File: src/rtl/dsmc_pkg.sv
// Shared types, constants and helpers for the disjoint set maximum cover unit.
package dsmc_pkg;

    localparam int VIEWS     = 16;
    localparam int MEMBERS   = 64;
    localparam int SET_W     = 64;
    localparam int COV_W     = 7;
    localparam int IDX_W     = $clog2(VIEWS);
    localparam int CNT_W     = $clog2(VIEWS + 1);
    localparam logic [SET_W-1:0] MEMBER_MASK = {SET_W{1'b1}} >> (SET_W - MEMBERS);

    localparam logic [1:0] ST_OK   = 2'd0;
    localparam logic [1:0] ST_NONE = 2'd1;
    localparam logic [1:0] ST_OVF  = 2'd2;

    typedef struct packed {
        logic [SET_W-1:0] set_bits;
        logic             last_set;
    } item_t;

    typedef struct packed {
        logic [VIEWS-1:0] best_subset;
        logic [COV_W-1:0] covered_members;
        logic [1:0]       status;
    } result_t;

    // Datapath operations selected by the current control word.
    typedef struct packed {
        logic init_search;
        logic init_mask;
        logic mem_read;
        logic accumulate;
        logic judge;
        logic emit_search;
        logic emit_ovf;
    } seq_ctrl_t;

    // Conditions the sequencer may branch on.
    typedef struct packed {
        logic go;
        logic ovf;
        logic few;
        logic k_last;
        logic p_full;
    } seq_flags_t;

    // Balanced adder tree: six levels of narrow adds.
    function automatic logic [COV_W-1:0] pop64(input logic [SET_W-1:0] x);
        logic [1:0] l1 [32];
        logic [2:0] l2 [16];
        logic [3:0] l3 [8];
        logic [4:0] l4 [4];
        logic [5:0] l5 [2];
        for (int i = 0; i < 32; i++)
            l1[i] = {1'b0, x[2*i]} + {1'b0, x[2*i+1]};
        for (int i = 0; i < 16; i++)
            l2[i] = {1'b0, l1[2*i]} + {1'b0, l1[2*i+1]};
        for (int i = 0; i < 8; i++)
            l3[i] = {1'b0, l2[2*i]} + {1'b0, l2[2*i+1]};
        for (int i = 0; i < 4; i++)
            l4[i] = {1'b0, l3[2*i]} + {1'b0, l3[2*i+1]};
        for (int i = 0; i < 2; i++)
            l5[i] = {1'b0, l4[2*i]} + {1'b0, l4[2*i+1]};
        return {1'b0, l5[0]} + {1'b0, l5[1]};
    endfunction

endpackage

File: src/rtl/dsmc_seq.sv
// Microcoded sequencer: step counter, control store and branch selection.
module dsmc_seq
    import dsmc_pkg::*;
(
    input  logic       clk,
    input  logic       rst_n,
    input  seq_flags_t flags,
    output seq_ctrl_t  ctrl,
    output logic       busy
);

    localparam logic [3:0] S_IDLE     = 4'd0;
    localparam logic [3:0] S_CHK_OVF  = 4'd1;
    localparam logic [3:0] S_CHK_FEW  = 4'd2;
    localparam logic [3:0] S_MASK     = 4'd3;
    localparam logic [3:0] S_READ     = 4'd4;
    localparam logic [3:0] S_ACC      = 4'd5;
    localparam logic [3:0] S_JUDGE    = 4'd6;
    localparam logic [3:0] S_FINISH   = 4'd7;
    localparam logic [3:0] S_EMIT_OVF = 4'd8;

    localparam logic [2:0] C_ALWAYS = 3'd0;
    localparam logic [2:0] C_GO     = 3'd1;
    localparam logic [2:0] C_OVF    = 3'd2;
    localparam logic [2:0] C_FEW    = 3'd3;
    localparam logic [2:0] C_K_LAST = 3'd4;
    localparam logic [2:0] C_P_FULL = 3'd5;

    typedef struct packed {
        seq_ctrl_t  ctrl;
        logic [2:0] cond;
        logic [3:0] on_true;
        logic [3:0] on_false;
    } uword_t;

    function automatic uword_t rom(input logic [3:0] addr);
        uword_t w;
        w = '0;
        case (addr)
            S_IDLE:
            begin
                w.cond = C_GO;       w.on_true = S_CHK_OVF; w.on_false = S_IDLE;
            end
            S_CHK_OVF:
            begin
                w.cond = C_OVF;      w.on_true = S_EMIT_OVF; w.on_false = S_CHK_FEW;
            end
            S_CHK_FEW:
            begin
                w.ctrl.init_search = 1'b1;
                w.cond = C_FEW;      w.on_true = S_FINISH; w.on_false = S_MASK;
            end
            S_MASK:
            begin
                w.ctrl.init_mask = 1'b1;
                w.cond = C_ALWAYS;   w.on_true = S_READ;   w.on_false = S_READ;
            end
            S_READ:
            begin
                w.ctrl.mem_read = 1'b1;
                w.cond = C_ALWAYS;   w.on_true = S_ACC;    w.on_false = S_ACC;
            end
            S_ACC:
            begin
                w.ctrl.accumulate = 1'b1;
                w.cond = C_K_LAST;   w.on_true = S_JUDGE;  w.on_false = S_READ;
            end
            S_JUDGE:
            begin
                w.ctrl.judge = 1'b1;
                w.cond = C_P_FULL;   w.on_true = S_FINISH; w.on_false = S_MASK;
            end
            S_FINISH:
            begin
                w.ctrl.emit_search = 1'b1;
                w.cond = C_ALWAYS;   w.on_true = S_IDLE;   w.on_false = S_IDLE;
            end
            S_EMIT_OVF:
            begin
                w.ctrl.emit_ovf = 1'b1;
                w.cond = C_ALWAYS;   w.on_true = S_IDLE;   w.on_false = S_IDLE;
            end
            default:
            begin
                w.cond = C_ALWAYS;   w.on_true = S_IDLE;   w.on_false = S_IDLE;
            end
        endcase
        return w;
    endfunction

    logic [3:0] step_reg;
    logic [3:0] step_next;
    uword_t     word;
    logic       taken;

    always_comb
    begin
        word = rom(step_reg);
        case (word.cond)
            C_ALWAYS: taken = 1'b1;
            C_GO:     taken = flags.go;
            C_OVF:    taken = flags.ovf;
            C_FEW:    taken = flags.few;
            C_K_LAST: taken = flags.k_last;
            C_P_FULL: taken = flags.p_full;
            default:  taken = 1'b1;
        endcase
        step_next = taken ? word.on_true : word.on_false;
    end

    always_ff @(posedge clk or negedge rst_n)
    begin
        if (!rst_n)
            step_reg <= S_IDLE;
        else
            step_reg <= step_next;
    end

    assign ctrl = word.ctrl;
    assign busy = (step_reg != S_IDLE);

endmodule

File: src/rtl/disjoint_set_max_cover_unit.sv
// Top level: set store, search datapath and result register.
// Load: one set per cycle while busy is low; a set past VIEWS is dropped and flagged.
// Search after the last set with n sets stored: every one of the 2^n - 1 subset masks
// gets a mask init, one store read and one add per set, and a judge step; done then rises.
// Too many sets: overflow result with no search; fewer than two sets: no mask is tried.
// Reset clears the counters and the sequencer; the set store holds no reset value.
module disjoint_set_max_cover_unit
    import dsmc_pkg::*;
(
    input  logic    clk,
    input  logic    rst_n,
    input  logic    start,
    input  item_t   item,
    output logic    busy,
    output logic    done,
    output result_t result
);

    typedef struct packed {
        logic [COV_W-1:0] pop;
        logic [SET_W-1:0] bits;
    } entry_t;

    entry_t store [VIEWS];
    entry_t rd_q;

    seq_ctrl_t  ctrl;
    seq_flags_t flags;
    logic       accept;

    logic [CNT_W-1:0] count_reg,    count_next;
    logic             ovf_reg,      ovf_next;
    logic [VIEWS-1:0] p_reg,        p_next;
    logic [IDX_W-1:0] k_reg,        k_next;
    logic [SET_W-1:0] uni_reg,      uni_next;
    logic             disj_reg,     disj_next;
    logic [1:0]       nsel_reg,     nsel_next;
    logic [COV_W-1:0] cov_reg,      cov_next;
    logic             have_reg,     have_next;
    logic [VIEWS-1:0] best_reg,     best_next;
    logic [COV_W-1:0] best_cov_reg, best_cov_next;
    result_t          result_reg,   result_next;
    logic             done_reg,     done_next;

    logic [SET_W-1:0] load_bits;
    logic [VIEWS-1:0] full_mask;
    logic [CNT_W-1:0] shift_amt;
    logic             better;

    dsmc_seq u_seq (
        .clk   (clk),
        .rst_n (rst_n),
        .flags (flags),
        .ctrl  (ctrl),
        .busy  (busy)
    );

    assign accept    = start && !busy;
    assign load_bits = item.set_bits & MEMBER_MASK;
    assign shift_amt = CNT_W'(VIEWS) - count_reg;
    assign full_mask = {VIEWS{1'b1}} >> shift_amt;

    assign flags.go     = accept && item.last_set;
    assign flags.ovf    = ovf_reg;
    assign flags.few    = (count_reg < CNT_W'(2));
    assign flags.k_last = (k_reg == IDX_W'(count_reg - CNT_W'(1)));
    assign flags.p_full = (p_reg == full_mask);

    assign better = disj_reg && nsel_reg[1] && (!have_reg || cov_reg > best_cov_reg);

    // Set store: one write port for the load, one registered read port for the search.
    always_ff @(posedge clk)
    begin
        if (accept && count_reg < CNT_W'(VIEWS))
            store[count_reg[IDX_W-1:0]] <= '{pop: pop64(load_bits), bits: load_bits};
        if (ctrl.mem_read)
            rd_q <= store[k_reg];
    end

    always_comb
    begin
        count_next    = count_reg;
        ovf_next      = ovf_reg;
        p_next        = p_reg;
        k_next        = k_reg;
        uni_next      = uni_reg;
        disj_next     = disj_reg;
        nsel_next     = nsel_reg;
        cov_next      = cov_reg;
        have_next     = have_reg;
        best_next     = best_reg;
        best_cov_next = best_cov_reg;
        result_next   = result_reg;
        done_next     = 1'b0;

        if (accept)
        begin
            if (count_reg < CNT_W'(VIEWS))
                count_next = count_reg + CNT_W'(1);
            else
                ovf_next = 1'b1;
        end

        if (ctrl.init_search)
        begin
            have_next = 1'b0;
            p_next    = VIEWS'(1);
        end

        if (ctrl.init_mask)
        begin
            k_next    = '0;
            uni_next  = '0;
            disj_next = 1'b1;
            nsel_next = '0;
            cov_next  = '0;
        end

        // Fold one stored set into the running union when its bit is in the mask.
        if (ctrl.accumulate)
        begin
            if (p_reg[k_reg])
            begin
                if ((uni_reg & rd_q.bits) != '0)
                    disj_next = 1'b0;
                uni_next = uni_reg | rd_q.bits;
                cov_next = cov_reg + rd_q.pop;
                if (!nsel_reg[1])
                    nsel_next = nsel_reg + 2'd1;
            end
            k_next = k_reg + IDX_W'(1);
        end

        if (ctrl.judge)
        begin
            if (better)
            begin
                have_next     = 1'b1;
                best_next     = p_reg;
                best_cov_next = cov_reg;
            end
            p_next = p_reg + VIEWS'(1);
        end

        if (ctrl.emit_search)
        begin
            done_next = 1'b1;
            if (have_reg)
                result_next = '{best_subset: best_reg, covered_members: best_cov_reg,
                                status: ST_OK};
            else
                result_next = '{best_subset: '0, covered_members: '0, status: ST_NONE};
            count_next = '0;
            ovf_next   = 1'b0;
        end

        if (ctrl.emit_ovf)
        begin
            done_next   = 1'b1;
            result_next = '{best_subset: '0, covered_members: '0, status: ST_OVF};
            count_next  = '0;
            ovf_next    = 1'b0;
        end
    end

    always_ff @(posedge clk or negedge rst_n)
    begin
        if (!rst_n)
        begin
            count_reg    <= '0;
            ovf_reg      <= 1'b0;
            p_reg        <= '0;
            k_reg        <= '0;
            uni_reg      <= '0;
            disj_reg     <= 1'b0;
            nsel_reg     <= '0;
            cov_reg      <= '0;
            have_reg     <= 1'b0;
            best_reg     <= '0;
            best_cov_reg <= '0;
            result_reg   <= '0;
            done_reg     <= 1'b0;
        end
        else
        begin
            count_reg    <= count_next;
            ovf_reg      <= ovf_next;
            p_reg        <= p_next;
            k_reg        <= k_next;
            uni_reg      <= uni_next;
            disj_reg     <= disj_next;
            nsel_reg     <= nsel_next;
            cov_reg      <= cov_next;
            have_reg     <= have_next;
            best_reg     <= best_next;
            best_cov_reg <= best_cov_next;
            result_reg   <= result_next;
            done_reg     <= done_next;
        end
    end

    assign done   = done_reg;
    assign result = result_reg;

    // A result only follows a search or check that held the sequencer busy.
    a_done_after_busy: assert property (@(posedge clk) disable iff (!rst_n)
        done |-> $past(busy))
        else $error("result strobe without preceding busy cycle");

    // A winning group always holds at least two sets.
    a_ok_two_sets: assert property (@(posedge clk) disable iff (!rst_n)
        (done && result.status == ST_OK) |-> ($countones(result.best_subset) >= 2))
        else $error("ok result with fewer than two sets");

    // Failure results carry an empty group and no coverage.
    a_fail_empty: assert property (@(posedge clk) disable iff (!rst_n)
        (done && result.status != ST_OK) |->
            (result.best_subset == '0 && result.covered_members == '0))
        else $error("failure result with nonzero payload");

    // The load counter is back to zero right after any result.
    a_count_cleared: assert property (@(posedge clk) disable iff (!rst_n)
        done |-> (count_reg == '0 || $past(accept)))
        else $error("set count not cleared after result");

endmodule

File: config.mk
export PLATFORM = sky130hd
export DESIGN_NAME = disjoint_set_max_cover_unit
export DESIGN_NICKNAME = d
export VERILOG_FILES = /design/src/rtl/dsmc_pkg.sv /design/src/rtl/dsmc_seq.sv /design/src/rtl/disjoint_set_max_cover_unit.sv
export SDC_FILE = /design/constraint.sdc
export NUM_CORES = 1
export LEC_CHECK = 0
export BUFFER_PORTS_ARGS = -buffer_cell sky130_fd_sc_hd__buf_2
export CAP_MARGIN = 20
export CORE_ASPECT_RATIO = 0.6
export CORE_UTILIZATION = 60
export DETAILED_ROUTE_END_ITERATION = 8
export HOLD_SLACK_MARGIN = 0.06
export PLACE_DENSITY_LB_ADDON = 0.2
export SLEW_MARGIN = 20
export SYNTH_ARGS = -nofsm -noshare
export SYNTH_HDL_FRONTEND = slang
export SYNTH_SLANG_ARGS = --single-unit
File: constraint.sdc
create_clock -name clk -period 9.3 [get_ports clk]
set_input_delay 0 -clock clk [delete_from_list [all_inputs] [get_ports clk]]
set_output_delay 0 -clock clk [all_outputs]
set_load 0.01 [all_outputs]
* After elaboration in Yosys (flattened, before gate mapping) *
Memory sizes are Yosys's and may differ from the RTL's. A register that Yosys moved wholly into a read port is not among the register bits.
Cells that the tools add are included.

word-level totals
  memories kept = 1
  input port bits = 68
  memory bits (writable) = 1136
  bits in read-only memories = 0
  output and inout port bits = 27
  bits in registers = 154
  bits in latches = 0
  word-level logic and storage cells = 177

cells by class
  shifts and indexed selects = 1
  bitwise logic cells = 2
  $add $sub $neg = 70
  magnitude comparators = 4
  div/mod/pow operators = 0
  multiplexer cells = 48
  reduce and logical (&&, ||, !) cells = 19
  equal/unequal tests = 16
  multipliers = 0

memory list
  memory  words  bits a word  read ports  clocked after Yosys merged registers in  wr ports  RTL line                           text
  store   16     71           1           1                                        1         disjoint_set_max_cover_unit.sv:24  entry_t store [VIEWS];

operator list
  cell                                                                 number
  64-bit 2-to-1 mux                                                    3
  11-bit one-hot mux with 7 select lines                               1
  25-bit 2-to-1 mux                                                    3
  1-bit by 1-bit adder with 2-bit output                               32
  64-bit bitwise AND                                                   1
  64-bit OR                                                            1
  64-bit nonzero test                                                  1
  2-bit by 2-bit adder with 3-bit output                               16
  3-bit by 3-bit adder with 4-bit output                               8
  16-bit 2-to-1 mux                                                    2
  1-bit 2-to-1 mux                                                     23
  7-bit 2-to-1 mux                                                     3
  4-bit by 4-bit adder with 5-bit output                               4
  5-bit 2-to-1 mux                                                     4
  16-bit by 1-bit adder with 16-bit output, second input constant      1
  16-bit == test                                                       1
  4-bit by 3-bit == test with 1-bit output, second input constant      4
  16-bit by 5-bit >> shifter with 16-bit output, first input constant  1
  5-bit by 5-bit adder with 6-bit output                               2
  4-bit 2-to-1 mux                                                     3
  4-bit by 2-bit == test with 1-bit output, second input constant      2
  2-bit 2-to-1 mux                                                     4
  6-bit by 6-bit adder with 7-bit output                               1
  7-bit adder                                                          1
  other kinds (26)                                                     38

* Logic depth before layout (Yosys ltp) *
  depth in word-level cells = 6
  gate-level depth with buffers = 22
  gate-level depth less buffers = 22

* By module *
From an unflattened synthesis, not the netlist that was laid out.

unflattened totals
  cells, all modules = 2509
  area total of the unflattened synthesis = 53910.5 sq um

modules (own cells, without submodules)
  module                       times used  seq. area each (sq um)  area each (sq um)  cells an instance
  disjoint_set_max_cover_unit  1           39998.4                 53633.9            2478
  dsmc_seq                     1           100.1                   276.5              31

* Least setup slack after synthesis *
No wires, ideal clock.

  path kind = reg-to-reg
  start = register count_reg[3]
  end = memory store[12][0] in the netlist's numbering (enable)
  stages on the path, launching flop included = 7
  library setup time = 0.587 ns
  buffers on the path = 2
  period minus slack after synthesis = 7.149 ns
  path slack = 2.151 ns
  required time = 8.713 ns
  data arrival time = 6.562 ns
  cell sequence = dfrtp_1 -> buf_6 -> or4_4 -> buf_6 -> a211oi_2 -> nand2_1 -> nor3_1

on the way
  word-level cells in the longest chain between the ends = 4

RTL lines
  element                                 RTL line                            text
  from (decl)                             disjoint_set_max_cover_unit.sv:31   logic [CNT_W-1:0] count_reg, count_next;
  from (signal assigned)                  disjoint_set_max_cover_unit.sv:186  count_reg <= count_next;
  5-bit less-than comparator              disjoint_set_max_cover_unit.sv:74   if (accept && count_reg < CNT_W'(VIEWS))
  1-bit logical AND                       disjoint_set_max_cover_unit.sv:74
  1-bit 2-to-1 mux                        disjoint_set_max_cover_unit.sv:74
  1-bit 2-to-1 mux (not written as such)  disjoint_set_max_cover_unit.sv:75   store[count_reg[IDX_W-1:0]] <= '{pop: pop64(load_bits), bits: load_bits};
  to (decl)                               disjoint_set_max_cover_unit.sv:24

Parallel ways exist; a longest one is shown, timed or not.

* Final worst setup path *
  start = input port item[36] in the netlist's numbering
  end = memory store[8][70] in the netlist's numbering (data pin)

on the way
  word-level cells in the longest chain between the ends = 6

RTL lines
  element                                 RTL line                           text
  from (decl)                             disjoint_set_max_cover_unit.sv:13  input item_t item,
  1-bit by 1-bit adder with 2-bit output  dsmc_pkg.sv:55                     l1[i] = {1'b0, x[2*i]} + {1'b0, x[2*i+1]};
  2-bit by 2-bit adder with 3-bit output  dsmc_pkg.sv:57                     l2[i] = {1'b0, l1[2*i]} + {1'b0, l1[2*i+1]};
  3-bit by 3-bit adder with 4-bit output  dsmc_pkg.sv:59                     l3[i] = {1'b0, l2[2*i]} + {1'b0, l2[2*i+1]};
  4-bit by 4-bit adder with 5-bit output  dsmc_pkg.sv:61                     l4[i] = {1'b0, l3[2*i]} + {1'b0, l3[2*i+1]};
  5-bit by 5-bit adder with 6-bit output  dsmc_pkg.sv:63                     l5[i] = {1'b0, l4[2*i]} + {1'b0, l4[2*i+1]};
  6-bit by 6-bit adder with 7-bit output  dsmc_pkg.sv:64                     return {1'b0, l5[0]} + {1'b0, l5[1]};

No other way between the ends.

==> results.cfg <==
[status]
status = finished clean

[final_layout]
largest_register_ffs = 1136
syn_to_final_growth_pct = 12.0
drive_above_1_share_pct = 26.0
design_area_mm2 = 0.0604
nets = 2880

[route]
antenna_left = 0
drt_wl_total_mm = 122
wl_met1_mm = 51.0
top_layer_used = met5
via_per_inst = 6.62
dr_total_vias = 26300
dr_wl_met2_mm = 56.4
post-route-drc-count = 0
drt-initial-drc-count = 3133
dr_wl_met3_mm = 12.0
dr.pass1.iters = 6
wire_per_inst_um = 30.6

[placement]
hpwl_mm = 66.4
io_buffers = 94
gp_congestion = 0.842
dp_slack_ns = 2.39
placed_cell_area_mm2 = 0.0558

[global_routing]
grt_max_degree = 110
antenna_found_initial = 2
track_usage_pct = 27.6
grt_pass1_vias = 26400
grt_pass1_wl_mm = 179
overflow = 0

[die]
boundaryPins = 95
num_rows = 84
core_mm2 = 0.0883
die_height_um = 234
start_util_pct = 61.1
die-area_mm2 = 0.0912
die_w_um = 389

[timing]
setup_ws_ns = 2.49
fin_crit_sh_pct = 73.2
hold_viol_final = 0
worst_slew_pin_slew_ns = 1.15
finalCriticalPeriod_ns = 6.81
maxSlewViolCount = 0
setup_violations = 0
max_freq_ghz = 0.147
rsz0062_at_grt = no
max-slew-margin-rel_pct = 23.6
fin_tns_setup_ns = 0
finClkSkew_ns = 0.0211

[flow_run]
drv_cap = 0

[setup_path]
crit_cells = 24
crit_top_cell = fa_1
setup.worst_path.start_class = input pin
critPathTopFamily = adder cells
worstRegToRegCells = 10
path_class = in2reg
critical_path.max_stage_delay_ns = 0.78
crit_buf_inv = 10
worstPathCellList = dlygate4sd3_1 > buf_2 > inv_1 > fa_1 > inv_1 > fa_1 > inv_1 > fa_1 > inv_1 > fa_1 > inv_1 > fa_1 > fa_1 > fa_1 > fa_1 > inv_1 > ha_1 > inv_1 > fa_1 > inv_1 > a21oi_1 > o21bai_1 > a21oi_1 > o21bai_1
crit_required_ns = 9.67
cp.arrival_ns = 7.18
cpMaxStageDelayCell = o21bai_1
worst-path-max-fanout = 17
worstSetupEndpointType = flip-flop

[synth]
ys_seq_area_share_pct = 74.3
ys_warn_count = 0
synth_edf_count = 1207
ys_ff_latch = 1361
netlist_instances = 2525
ys_async_sr_fraction_pct = 11.3
synth_cell_types = 62
synthesis.nets = 2686
synth-main-ff-cell = edfxtp_1
syn_area_mm2 = 0.0540
postSynthAreaPerCell_um2 = 21.4

[clock_tree]
cts.path.max_buffers = 3
cts_buffers = 116
clkSlewWorstSetupHoldPaths_ns = 0.06
root_buffer = clkbuf_16
ctsResizeCount = 0
clock-sinks = 1361
cts_htree_levels = 3
clk_latency_ns = 0.73
cts_tree = yes

[min_path]
hold_depth = 8
hold_class = in2reg

[pwr]
p_per_area_mw_per_mm2 = 276
p_leak_nw = 20.0
ir_drop_uv = 1220
[Yosys cell counts (6+ instances only)]
master | n | area (um^2)
edfxtp_1 | 1207 | 36200
mux4_2 | 359 | 8090
dfrtp_1 | 154 | 3850
inv_1 | 127 | 477
a22o_1 | 106 | 928
clkbuf_1 | 79 | 297
fa_1 | 55 | 1100
nand2_1 | 46 | 173
ha_1 | 38 | 475
o21ai_0 | 34 | 170
nor2_1 | 33 | 124
a21oi_1 | 29 | 145
buf_2 | 29 | 145
mux2_2 | 23 | 259
nand3_1 | 18 | 90.1
a221oi_1 | 17 | 149
nor3_1 | 16 | 80.1
buf_1 | 13 | 48.8
nand2b_1 | 13 | 81.3
nand4_1 | 12 | 75.1
xnor2_1 | 10 | 87.6
and2_1 | 9 | 56.3
mux2i_1 | 9 | 90.1
xor2_1 | 8 | 70.1
and3_1 | 7 | 43.8
nor2b_1 | 7 | 43.8
o21a_1 | 6 | 45.0
[cells by family after synthesis]
logic type / synth area share, %
AOI/OAI and AO/OA: 3.33
xor gates and xnor gates: 0.292
adders and majority gates: 2.92
buffers and inverters: 1.87
DFF: 74.3
muxes: 15.6
and+or+nand+nor: 1.63
[repair_timing]
action,CTS,global route
endpoints found under the hold margin,1182,0
hold buffers,68,0
setup buffers,0,0
endpoints found under the setup margin,0,0
[metal layers]
metal  up-vias  global-route usage (%)
met5         -                       0
met4         2                    6.14
met3       187                    6.13
met2      1341                    42.2
met1     14000                    41.6
li1      10800                       -
[final cells by class]
cell class | instances | area (um^2)
Timing Repair Buffer | 202 | 1530
Inverter | 127 | 477
Clock inverter | 67 | 657
Tap cell | 1161 | 1450
Sequential cell | 1361 | 40100
Fill cell | 5397 | 27900
Antenna cell | 1 | 2.50
Clock buffer | 148 | 3250
Multi-Input combinational cell | 911 | 13000
[per-stage QoR]
| step | hold slack (ns) | cells | total power [mW] | utilization (%) |
|---|---|---|---|---|
| after detailed placement | -0.0431 | 3692 | 10.8 | 63.2 |
| after global placement | -0.0538 | 3692 | 10.9 | 63.1 |
| after floorplan | -0.296 | 2525 | 10.7 | - |
| after CTS | 0.0602 | 3975 | 15.7 | 68.4 |
| after global routing | 0.145 | 3978 | 17.0 | 68.5 |
| final | 0.115 | 3978 | 16.7 | 68.5 |
[worst min-delay path, delay by kind of cell]
family,cells,cell delay (ns)
and+or+nand+nor,2,0.13
AOI/OAI and AO/OA,5,0.56
buffers and inverters,1,0.08
[cells in the final DEF, fill, tap and decap left out, types with 8 or more instances in the layout]
master and instances:
mux2i_1 9, dfrtp_1 150, xnor2_1 8, buf_2 93
nand4_1 12, a221oi_1 17, clkbuf_16 121, nand2_1 46
inv_1 127, clkinv_1 21, edfxtp_1 1207, nor3_1 12
a22o_1 106, nor2_1 33, mux2_2 23, clkbuf_1 15
clkbuf_8 12, mux4_2 359, bufinv_16 12, a21oi_1 28
clkinv_2 21, fa_1 55, o21ai_0 34, xor2_1 8
ha_1 38, nand3_1 17, nand2b_1 13, dlygate4sd3_1 67
buf_4 37
[worst paths after layout]
| path | endpoint | slack (ns) | from |
|---|---|---|---|
| worst max-delay path | store[8][70]$_DFFE_PP_ | 2.49 | item[36] |
| worst min-delay path | u_seq.step_reg[1]$_DFF_PN0_ | 0.12 | item[0] |
| worst max register to register | store[10][21]$_DFFE_PP_ | 4.85 | count_reg[0]$_DFFE_PN0P_ |
| worst min register to register | result[22]$_DFFE_PN0N_ | 0.49 | best_reg[13]$_DFFE_PN0P_ |
| max in group asynchronous | k_reg[2]$_DFFE_PN0P_ | 8.04 | rst_n |
| min in group asynchronous | result[15]$_DFFE_PN0N_ | 0.39 | rst_n |
[report_power, final]
group	switching [mW]	internal, mW	total (mW)	leakage, nW
logic	2.42	0.960	3.38	5.33
clock network	2.15	2.80	4.95	1.92
registers	0	8.32	8.32	12.7
(Power assumes the default switching activity.)
